### src/rtl/vt4_pkg.sv
// ----------------------------------------------------------------------------
// Vertex transform package
// Shared constants, operation codes and lane control type.
// ----------------------------------------------------------------------------
package vt4_pkg;

    localparam int FRAC_BITS = 16;
    localparam int WORD_BITS = 32;
    localparam int DIM       = 4;
    localparam int MAT_ELEMS = DIM * DIM;
    localparam int IDX_BITS  = $clog2(MAT_ELEMS);

    typedef enum logic
    {
        OP_LOAD      = 1'b0,
        OP_TRANSFORM = 1'b1
    } op_t;

    typedef struct packed
    {
        logic pp_en;
        logic prod_en;
        logic pair_en;
    } lane_ctrl_t;

endpackage

### src/rtl/vt4_out_if.sv
// ----------------------------------------------------------------------------
// Transformed vertex output channel
// Valid/ready channel carrying the four saturated components and overflow.
// ----------------------------------------------------------------------------
interface vt4_out_if #(parameter int WORD_BITS = vt4_pkg::WORD_BITS);

    logic                        valid;
    logic                        ready;
    logic signed [WORD_BITS-1:0] out_x;
    logic signed [WORD_BITS-1:0] out_y;
    logic signed [WORD_BITS-1:0] out_z;
    logic signed [WORD_BITS-1:0] out_w;
    logic                        overflow;

    modport source
    (
        output valid, out_x, out_y, out_z, out_w, overflow,
        input  ready
    );

    modport sink
    (
        input  valid, out_x, out_y, out_z, out_w, overflow,
        output ready
    );

endinterface

### src/rtl/vt4_merge.sv
// ----------------------------------------------------------------------------
// Lane merge and output register
// Collects the four lane results, combines their overflow flags and holds
// the result until the receiver takes the transfer.
// ----------------------------------------------------------------------------
module vt4_merge #(
    parameter int WORD_BITS = vt4_pkg::WORD_BITS
) (
    input  logic                        clk,
    input  logic                        rst_n,
    input  logic                        in_valid,
    output logic                        in_ready,
    input  logic signed [WORD_BITS-1:0] lane_value [vt4_pkg::DIM],
    input  logic                        lane_sat   [vt4_pkg::DIM],
    vt4_out_if.source                   result
);

    logic                        valid_reg;
    logic                        valid_next;
    logic signed [WORD_BITS-1:0] x_reg;
    logic signed [WORD_BITS-1:0] y_reg;
    logic signed [WORD_BITS-1:0] z_reg;
    logic signed [WORD_BITS-1:0] w_reg;
    logic                        ovf_reg;
    logic                        load;

    assign in_ready   = !valid_reg || result.ready;
    assign load       = in_valid && in_ready;
    assign valid_next = load || (valid_reg && !result.ready);

    always_ff @(posedge clk or negedge rst_n)
    begin
        if (!rst_n)
        begin
            valid_reg <= 1'b0;
        end
        else
        begin
            valid_reg <= valid_next;
        end
    end

    always_ff @(posedge clk)
    begin
        if (load)
        begin
            x_reg   <= lane_value[0];
            y_reg   <= lane_value[1];
            z_reg   <= lane_value[2];
            w_reg   <= lane_value[3];
            ovf_reg <= lane_sat[0] | lane_sat[1] | lane_sat[2] | lane_sat[3];
        end
    end

    assign result.valid    = valid_reg;
    assign result.out_x    = x_reg;
    assign result.out_y    = y_reg;
    assign result.out_z    = z_reg;
    assign result.out_w    = w_reg;
    assign result.overflow = ovf_reg;

endmodule

### src/flat_wrapper.sv
// flat-port wrapper written by rule: the top's interface ports become plain ports
module vt4_merge_flat 
#(
    parameter int WORD_BITS = vt4_pkg::WORD_BITS
)
  (clk, rst_n, in_valid, in_ready, lane_value, lane_sat, result_valid, result_out_x, result_out_y, result_out_z, result_out_w, result_overflow, result_ready);
  vt4_out_if #(.WORD_BITS(WORD_BITS)) result_i ();
  input  logic clk;
  input  logic rst_n;
  input  logic in_valid;
  output logic in_ready;
  input  logic signed [WORD_BITS-1:0] lane_value[vt4_pkg::DIM];
  input  logic lane_sat[vt4_pkg::DIM];
  output wire logic [$bits(result_i.valid)-1:0] result_valid;
  output wire logic [$bits(result_i.out_x)-1:0] result_out_x;
  output wire logic [$bits(result_i.out_y)-1:0] result_out_y;
  output wire logic [$bits(result_i.out_z)-1:0] result_out_z;
  output wire logic [$bits(result_i.out_w)-1:0] result_out_w;
  output wire logic [$bits(result_i.overflow)-1:0] result_overflow;
  input wire logic [$bits(result_i.ready)-1:0] result_ready;
  assign result_valid = result_i.valid;
  assign result_out_x = result_i.out_x;
  assign result_out_y = result_i.out_y;
  assign result_out_z = result_i.out_z;
  assign result_out_w = result_i.out_w;
  assign result_overflow = result_i.overflow;
  assign result_i.ready = result_ready;
  vt4_merge #(.WORD_BITS(WORD_BITS)) u_core (.clk(clk), .rst_n(rst_n), .in_valid(in_valid), .in_ready(in_ready), .lane_value(lane_value), .lane_sat(lane_sat), .result(result_i));
endmodule
### config.mk
export PLATFORM = sky130hd
export DESIGN_NAME = vt4_merge_flat
export DESIGN_NICKNAME = d
export VERILOG_FILES = /design/src/rtl/vt4_pkg.sv /design/src/rtl/vt4_out_if.sv /design/src/rtl/vt4_merge.sv /design/src/flat_wrapper.sv
export SDC_FILE = /design/constraint.sdc
export NUM_CORES = 1
export LEC_CHECK = 0
export BUFFER_PORTS_ARGS = -buffer_cell sky130_fd_sc_hd__buf_2
export CAP_MARGIN = 5
export CORE_AREA = 2 2 104 106
export CTS_CLUSTER_SIZE = 10
export DETAILED_ROUTE_END_ITERATION = 10
export DIE_AREA = 0 0 106 108
export GPL_ROUTABILITY_DRIVEN = 0
export PLACE_DENSITY = 0.74
export SLEW_MARGIN = 25
export SYNTH_ARGS = -nofsm -noshare
export SYNTH_HDL_FRONTEND = slang
export SYNTH_SLANG_ARGS = --single-unit
export TNS_END_PERCENT = 5
### constraint.sdc
create_clock -name clk -period 6.45 [get_ports clk]
set_clock_uncertainty 0.15 [all_clocks]
set_input_delay 0.9675 -clock clk [delete_from_list [all_inputs] [get_ports clk]]
set_output_delay 0.9675 -clock clk [all_outputs]
set_load 0.005 [all_outputs]
; ---- Word-level counts from Yosys, hierarchy flattened
; Index checks and enable logic that the tools add are counted.
[op_classes]
reduce_logical = 6
bitwise_logic = 3
[ops]
columns = operator, count
row1 = 1-bit bitwise OR, 3
row2 = 1-bit logical AND, 2
row3 = 1-bit zero test, 2
row4 = 1-bit logical OR, 2
[totals]
wordCells = 15
inputBits = 136
output_inout_bits = 131
reg_bits = 130

; ---- Longest topological paths before layout
; Gate-level depths: netlist (run 1).
[logic_depth]
ltp_word = 4
depth_mapped = 2
ltp_nobuf = 2

; ---- Worst setup path before layout (run 1)
; No wires, ideal clock.
[synth_timing]
path_kind = in2reg
startpoint = input result_ready
endpoint = register u_core.w_reg[0] (netlist: u_core.result.out_w[0]), enable pin
required_ns = 5.796
stages = 2
path_buffers = 0
setup_ns = 0.504
t_arrival_ns = 4.101
slack_ns = 1.695
path_cell_list = nand2b_1 and2_1
[synth_between]
elab_chain_cells = 2
[synth_rtl]
columns = item, line
row1 = from (decl), flat_wrapper.sv:20  ; input wire logic [$bits(result_i.ready)-1:0] result_ready;
row2 = 1-bit logical OR, vt4_merge.sv:27  ; assign in_ready = !valid_reg || result.ready;
row3 = 1-bit logical AND, vt4_merge.sv:28  ; assign load = in_valid && in_ready;
row4 = net u_core.load, vt4_merge.sv:25  ; logic load;
row5 = to (signal assigned), vt4_merge.sv:50  ; w_reg <= lane_value[3];
row6 = to (decl), vt4_merge.sv:23  ; logic signed [WORD_BITS-1:0] w_reg;
; The timed path passes the listed nets, and every way through them passes these cells.
; A chain may end at the register's enable or synchronous reset.

; ---- Worst setup path after layout (run 1)
[layout_timing]
startpoint = input result_ready
endpoint = register u_core.z_reg[27] (netlist: u_core.result.out_z[27]), enable pin
[layout_between]
elab_chain_cells = 2
[layout_rtl]
columns = item, line
row1 = 1-bit logical OR, vt4_merge.sv:27
row2 = 1-bit logical AND, vt4_merge.sv:28
row3 = net u_core.load, vt4_merge.sv:25
row4 = to (signal assigned), vt4_merge.sv:49  ; z_reg <= lane_value[2];
row5 = to (decl), vt4_merge.sv:22  ; logic signed [WORD_BITS-1:0] z_reg;
; The timed path passes the listed nets, and every way through them passes these cells.

==> Flow_metrics.wiki, run 1 <==
{| class="wikitable"
! Metric !! Value
|-
| Max capacitance violation total || 0
|-
| Global-route wire length before repair || roughly 12000 µm
|-
| Total number of vias || 2396
|-
| XOR/XNOR share of the synthesized area || 0%
|-
| Maximum clock frequency || 369 MHz
|-
| Top-Level Pins || around 270
|-
| Met2 Track Usage GR || 25.6%
|-
| Unique masters post-synth || 5
|-
| Setup total negative slack || 0 ps
|-
| Library cell used as clock root buffer || sky130_fd_sc_hd__clkbuf_8
|-
| Number of DRC violations after detailed-routing iteration 0 || 106
|-
| Smallest hold slack || 81.7 ps
|-
| Number of max-slew violations in the final report || 0
|-
| Post-Syn Area || 0.00393 mm²
|-
| Total Die Area || about 0.011 mm²
|-
| GR Layer Usage met3 || 6.39%
|-
| Diodes inserted || 0
|-
| Clock tree sinks || 130
|-
| Hpwl dp || 6400 µm
|-
| Final-layout fill cell count || about 790
|-
| Overall die height || ~110 µm
|-
| Largest net degree at the start of global routing || 68
|-
| Worst voltage drop across the vdd grid || around 0.19 mV
|-
| CTS Hold Bufs || 0
|-
| Period minus WS final || 2710 ps
|-
| RSZ-0062 raised after global routing || false
|-
| Main combinational cell family by area after synthesis || simple AND/OR/NAND/NOR gates
|-
| Remaining antenna violation count || 0
|-
| Mux contribution to synthesized area || 0%
|-
| Detailed-route DRC error count || 0
|-
| Ratio of cells with drive above 1 in the final layout || 68.6%
|-
| Average cell area after synthesis || 29.3 µm²
|-
| Total gr overflow || 0
|-
| Number of levels in the clock H-tree || 4
|-
| Placeable core area || 0.0102 mm²
|-
| Number of warnings printed during yosys synthesis || 0
|-
| FP Rows || 37
|-
| Final nets || 556
|-
| Simple-gate area share of the yosys netlist || 0.669%
|-
| Depth of the most critical reg-to-reg path || 3
|-
| Leakage Power || roughly 2.6 nW
|-
| Slew of the pin with the lowest slew margin || 806 ps
|-
| Number of buffers between clock root and the deepest sink || 2
|-
| Launch instance of the worst register-to-register path || u_core.result.valid
|-
| Post_cts resized || 0
|-
| Synth Area in Compound Gates || 0%
|-
| Areal power density over the cells || roughly 340 mW/mm²
|-
| Post-CTS setup buffer count || 0
|-
| GRT Resource Usage Total || 14.7%
|-
| Part of the cycle the worst path needs || 42.1%
|-
| Worst endpoint data arrival time || approximately 2700 ps
|-
| Kind of end point of the critical path || flip-flop
|-
| Class of the tightest hold or removal check || primary input to asynchronous set/reset pin
|-
| Starting density of the core || 38.4%
|-
| Flip-flop and latch count after synthesis || between 100 and 150
|-
| Run status || finished, final reports clean
|-
| Growth of design area from synthesis to finish || 53.9%
|-
| Reg-to-Reg End || u_core.result.out_z[27]
|-
| Number of antenna violations at the first check in global routing || 0
|-
| Clock Pin Slew Worst Setup and Hold Paths || 60 ps
|-
| Busiest layer in global routing || met2
|-
| Data required time of the critical path || 6420 ps
|-
| Number of failing setup endpoints in the final timing report || 0
|-
| Adder-cell share of the synthesized area || 0%
|-
| Nature of the critical path startpoint || primary input
|-
| M1 GR Usage || 15.6%
|-
| Clock Latency Late Sink || about 500 ps
|-
| Synthesized net count || 270
|-
| Post-synthesis cell count || 134
|-
| Clock tree from TritonCTS || built
|-
| Number of buffers created by CTS || 17
|-
| Worst slew margin || 46.3%
|-
| Final standard cell utilization of the core || 59.1%
|-
| Total count of hold-check failures in the final report || 0
|-
| Vias in the first global route || 2485
|-
| Horizontal die dimension || 106 µm
|-
| Via count normalized by instance count || 4.21
|-
| Worst setup path category || primary input to flip-flop
|-
| Routed WL per cell || roughly 15 µm
|-
| Total of buffers placed on input and output ports || around 270
|-
| R2R Setup Slk || 3910 ps
|-
| Number of search-and-repair iterations in the first detailed-routing pass || 4
|-
| Worst-path maximum fanout || 67
|-
| Total wire length after detailed routing || 8500 µm
|-
| Post-synthesis sequential area ratio || 99.3%
|}
==> per-layer routing <==
metal  part of all wire [%]  vias to the layer above
met3                     10                        6
met4                   0.82                        0
met1                     36                     1107
li1                       -                     1119
met5                      0                        -
met2                     53                      164
==> synthesized netlist by cell type <==
cell	instances	area, µm²
sky130_fd_sc_hd__dfrtp_1	1	25.0
sky130_fd_sc_hd__nand2b_1	2	12.5
sky130_fd_sc_hd__or4_1	1	7.51
sky130_fd_sc_hd__and2_1	1	6.26
sky130_fd_sc_hd__edfxtp_1	129	3870
==> worst max-delay path: stages <==
cell                       delay (ps)
sky130_fd_sc_hd__buf_2             70
sky130_fd_sc_hd__nand2b_1         130
sky130_fd_sc_hd__and2_4           670
sky130_fd_sc_hd__buf_4            750
==> power breakdown <==
part	total, mW	leakage, nW	switching, mW	internal [mW]
clock	0.957	0.290	0.332	0.626
combinational	0.112	1.06	0.0548	0.0567
sequential	0.997	1.24	0.0105	0.987
total	2.07	2.59	0.397	1.67
==> through the flow <==
stage / cells / setup slack (ps) / power, mW / instance area, µm²
after global placement: 537 / 3270 / 1.12 / 5440
after floorplan: 134 / 1700 / 1.04 / 3930
after CTS: 569 / 3760 / 2.09 / 6040
final: 569 / 3740 / 2.07 / 6040
after detailed placement: 537 / 3230 / 1.13 / 5440
after global routing: 569 / 3600 / 2.15 / 6040
==> placed cells by master (no fill, tap or decap), drive strengths merged <==
master    Yosys  layout
and2          1       1
buf           0     267
bufinv        0       4
clkbuf        0      18
clkinv        0       7
clkinvlp      0       2
dfrtp         1       1
edfxtp      129     129
inv           0       1
nand2b        2       2
or4           1       1
==> cell type report <==
type / count / area [µm²] / area share, %
sequential: 130 / 3900 / 64.5
timing repair buffer: 267 / 1340 / 22.2
clock buffer: 18 / 418 / 6.92
clock inverter: 14 / 188 / 3.11
tap: 136 / 170 / 2.82
multi-input combinational: 4 / 28.8 / 0.476
==> kinds of logic (layout without fill, tap and decap cells) <==
logic type,Yosys count,in the layout
flops,130,130
simple gates,4,4
buf+inv,0,299
==> worst max-delay path by stage <==
stage / endpoint / start
global route: u_core.result.out_z[27] / result_ready
finish: u_core.result.out_z[27] / result_ready
global placement: u_core.result.out_w[25] / result_ready
floorplan: u_core.result.out_w[0] / result_ready
detailed placement: u_core.result.out_x[21] / result_ready
CTS: u_core.result.out_z[27] / result_ready
No activity file was read; power rests on OpenSTA's default activity.
==> inputs of run 2 (changes only) <==
Settings changed: CORE_AREA 2 2 104 106 to default, CORE_UTILIZATION from default to 37, DIE_AREA 0 0 106 108 to default, PLACE_DENSITY 0.74 to 0.75.
Clock period 6.45 ns to 2.35 ns, I/O delays scaled along.
==> Flow_metrics.wiki, run 2 <==
{| class="wikitable"
! Metric !! Value
|-
| Run status || stopped before the end (was finished, final reports clean)
|-
| Step where the flow halted || clock tree synthesis (4_1_cts)
|-
| Tool error || [ERROR RSZ-0060] Max buffer count reached.
|-
| Average cell area after synthesis || 29.3 µm² (unchanged)
|-
| Number of flops mapped to enable cells by yosys || 129 (unchanged)
|-
| Synthesized net count || 270 (unchanged)
|-
| Number of buffers between clock root and the deepest sink || 2 (unchanged)
|-
| Starting density of the core || 38.0% (was 38.4%)
|-
| Unique masters post-synth || 5 (unchanged)
|-
| Top-Level Pins || 267 (unchanged)
|-
| Total of buffers placed on input and output ports || 266 (unchanged)
|-
| Number of warnings printed during yosys synthesis || 0 (unchanged)
|-
| Leading cell types by total area after synthesis || sky130_fd_sc_hd__edfxtp_1 99%, sky130_fd_sc_hd__dfrtp_1 0.64%, sky130_fd_sc_hd__nand2b_1 0.32% (unchanged)
|-
| Number of levels in the clock H-tree || 4 (unchanged)
|-
| Post-synthesis cell count || 134 (unchanged)
|-
| Synth cell count leaders || 129 x sky130_fd_sc_hd__edfxtp_1, 2 x sky130_fd_sc_hd__nand2b_1, 1 x sky130_fd_sc_hd__and2_1, 1 x sky130_fd_sc_hd__dfrtp_1, 1 x sky130_fd_sc_hd__or4_1 (unchanged)
|-
| Library cell used as clock root buffer || sky130_fd_sc_hd__clkbuf_8 (unchanged)
|-
| CTS Hold Bufs || 115 (was 0)
|-
| Horizontal die dimension || 105 µm (was 106 µm)
|-
| Overall die height || 105 µm (was 108 µm)
|-
| Flip-flop and latch count after synthesis || 130 (unchanged)
|-
| Async set-reset flop share out of synthesis || 0.769% (unchanged)
|-
| Post-CTS setup buffer count || 0 (unchanged)
|-
| Post-Syn Area || 0.00393 mm² (unchanged)
|-
| Number of buffers created by CTS || 17 (unchanged)
|-
| Area share of the largest cell type after synthesis || 98.7% (unchanged)
|-
| Post-synth top area cell || sky130_fd_sc_hd__edfxtp_1 (unchanged)
|-
| Prevailing post-synth register cell || sky130_fd_sc_hd__edfxtp_1 (unchanged)
|-
| Post_cts resized || 0 (unchanged)
|-
| Most instantiated library cell after synthesis || sky130_fd_sc_hd__edfxtp_1 (unchanged)
|-
| FP Rows || 37 (unchanged)
|-
| Clock tree sinks || 130 (unchanged)
|-
| Post-synthesis sequential area ratio || 99.3% (unchanged)
|}
-- run 2: cell counts after synthesis --
No cell type changed its count.
-- run 2: cells by family after synthesis --
family	after synthesis	synth area share, %
flops	130	99.3
simple gates	4	0.670
-- run 2: per-stage QoR --
| stage | cell area (µm²) | std cells | utilization [%] | worst slack, ps | hold WS (ps) |
|---|---|---|---|---|---|
| detailed placement | 5470 | 538 | 53.0 | 638 | -10.1 |
| floorplan | 3930 | 134 | - | 317 | -93.1 |
| global placement | 5470 | 538 | 53.0 | 670 | -15.5 |
==> inputs of run 3 (changes only) <==
Settings changed: CORE_AREA from default to 2 2 103 105, CORE_UTILIZATION 37 to default, CTS_CLUSTER_SIZE 10 to default, DIE_AREA from default to 0 0 105 107, PLACE_DENSITY 0.75 to default, PLACE_DENSITY_LB_ADDON from default to 0.15.
Clock period 2.35 ns to 3.1 ns, I/O delays scaled along.
==> Flow_metrics.wiki, run 3 <==
{| class="wikitable"
! Metric !! Value
|-
| Adder-cell share of the synthesized area || 0% (unchanged)
|-
| Post-synth top area cell || sky130_fd_sc_hd__edfxtp_1 (unchanged)
|-
| Main combinational cell family by area after synthesis || simple AND/OR/NAND/NOR gates (unchanged)
|-
| Area share of the largest cell type after synthesis || 98.7% (unchanged)
|-
| Post-synthesis sequential area ratio || 99.3% (unchanged)
|-
| # placed instances || 538 (unchanged)
|-
| Post-Syn Area || 0.00393 mm² (unchanged)
|-
| Run status || stopped before the end (unchanged)
|-
| Leading cell types by total area after synthesis || sky130_fd_sc_hd__edfxtp_1 99%, sky130_fd_sc_hd__dfrtp_1 0.64%, sky130_fd_sc_hd__nand2b_1 0.32% (unchanged)
|-
| Async set-reset flop share out of synthesis || 0.769% (unchanged)
|-
| Number of buffers created by CTS || 17 (unchanged)
|-
| Flip-flop and latch count after synthesis || 130 (unchanged)
|-
| CTS Hold Bufs || 115 (unchanged)
|-
| Post_cts resized || 0 (unchanged)
|-
| Mux contribution to synthesized area || 0% (unchanged)
|-
| Overall die height || 107 µm (was 105 µm)
|-
| Step where the flow halted || clock tree synthesis (4_1_cts) (unchanged)
|-
| Number of buffers between clock root and the deepest sink || 2 (unchanged)
|-
| Most instantiated library cell after synthesis || sky130_fd_sc_hd__edfxtp_1 (unchanged)
|-
| Synthesized net count || 270 (unchanged)
|-
| Number of levels in the clock H-tree || 4 (unchanged)
|-
| Average cell area after synthesis || 29.3 µm² (unchanged)
|-
| Total of buffers placed on input and output ports || 266 (unchanged)
|-
| FP Rows || 37 (unchanged)
|-
| Starting density of the core || 38.9% (was 38.0%)
|-
| Prevailing post-synth register cell || sky130_fd_sc_hd__edfxtp_1 (unchanged)
|-
| Hpwl dp || approximately 6500 µm
|-
| Tool error || [ERROR RSZ-0060] Max buffer count reached. (unchanged)
|-
| Post-synthesis cell count || 134 (unchanged)
|-
| Simple-gate area share of the yosys netlist || 0.669% (unchanged)
|-
| Post-CTS setup buffer count || 0 (unchanged)
|-
| Post-Place Setup Slack || 1410 ps (was 638 ps)
|-
| Synth Area in Compound Gates || 0% (unchanged)
|-
| Horizontal die dimension || 105 µm (about the same)
|-
| XOR/XNOR share of the synthesized area || 0% (unchanged)
|-
| Number of warnings printed during yosys synthesis || 0 (unchanged)
|-
| Top-Level Pins || 267 (unchanged)
|-
| Number of flops mapped to enable cells by yosys || 129 (unchanged)
|-
| Unique masters post-synth || 5 (unchanged)
|-
| Synth cell count leaders || 129 x sky130_fd_sc_hd__edfxtp_1, 2 x sky130_fd_sc_hd__nand2b_1, 1 x sky130_fd_sc_hd__and2_1, 1 x sky130_fd_sc_hd__dfrtp_1, 1 x sky130_fd_sc_hd__or4_1 (unchanged)
|-
| Clock tree sinks || 130 (unchanged)
|-
| Library cell used as clock root buffer || sky130_fd_sc_hd__clkbuf_8 (unchanged)
|}
run 3: cell counts after synthesis:
Identical to the previous run, type by type.
run 3: metrics by stage:
stage                     utilization (%)  cell area [µm²]
after global placement               54.2             5470
after floorplan                         -             3930
after detailed placement             54.2             5470
run 3: cell families after synthesis:
family and after synthesis:
AND/OR/NAND/NOR 4, flip-flops 130
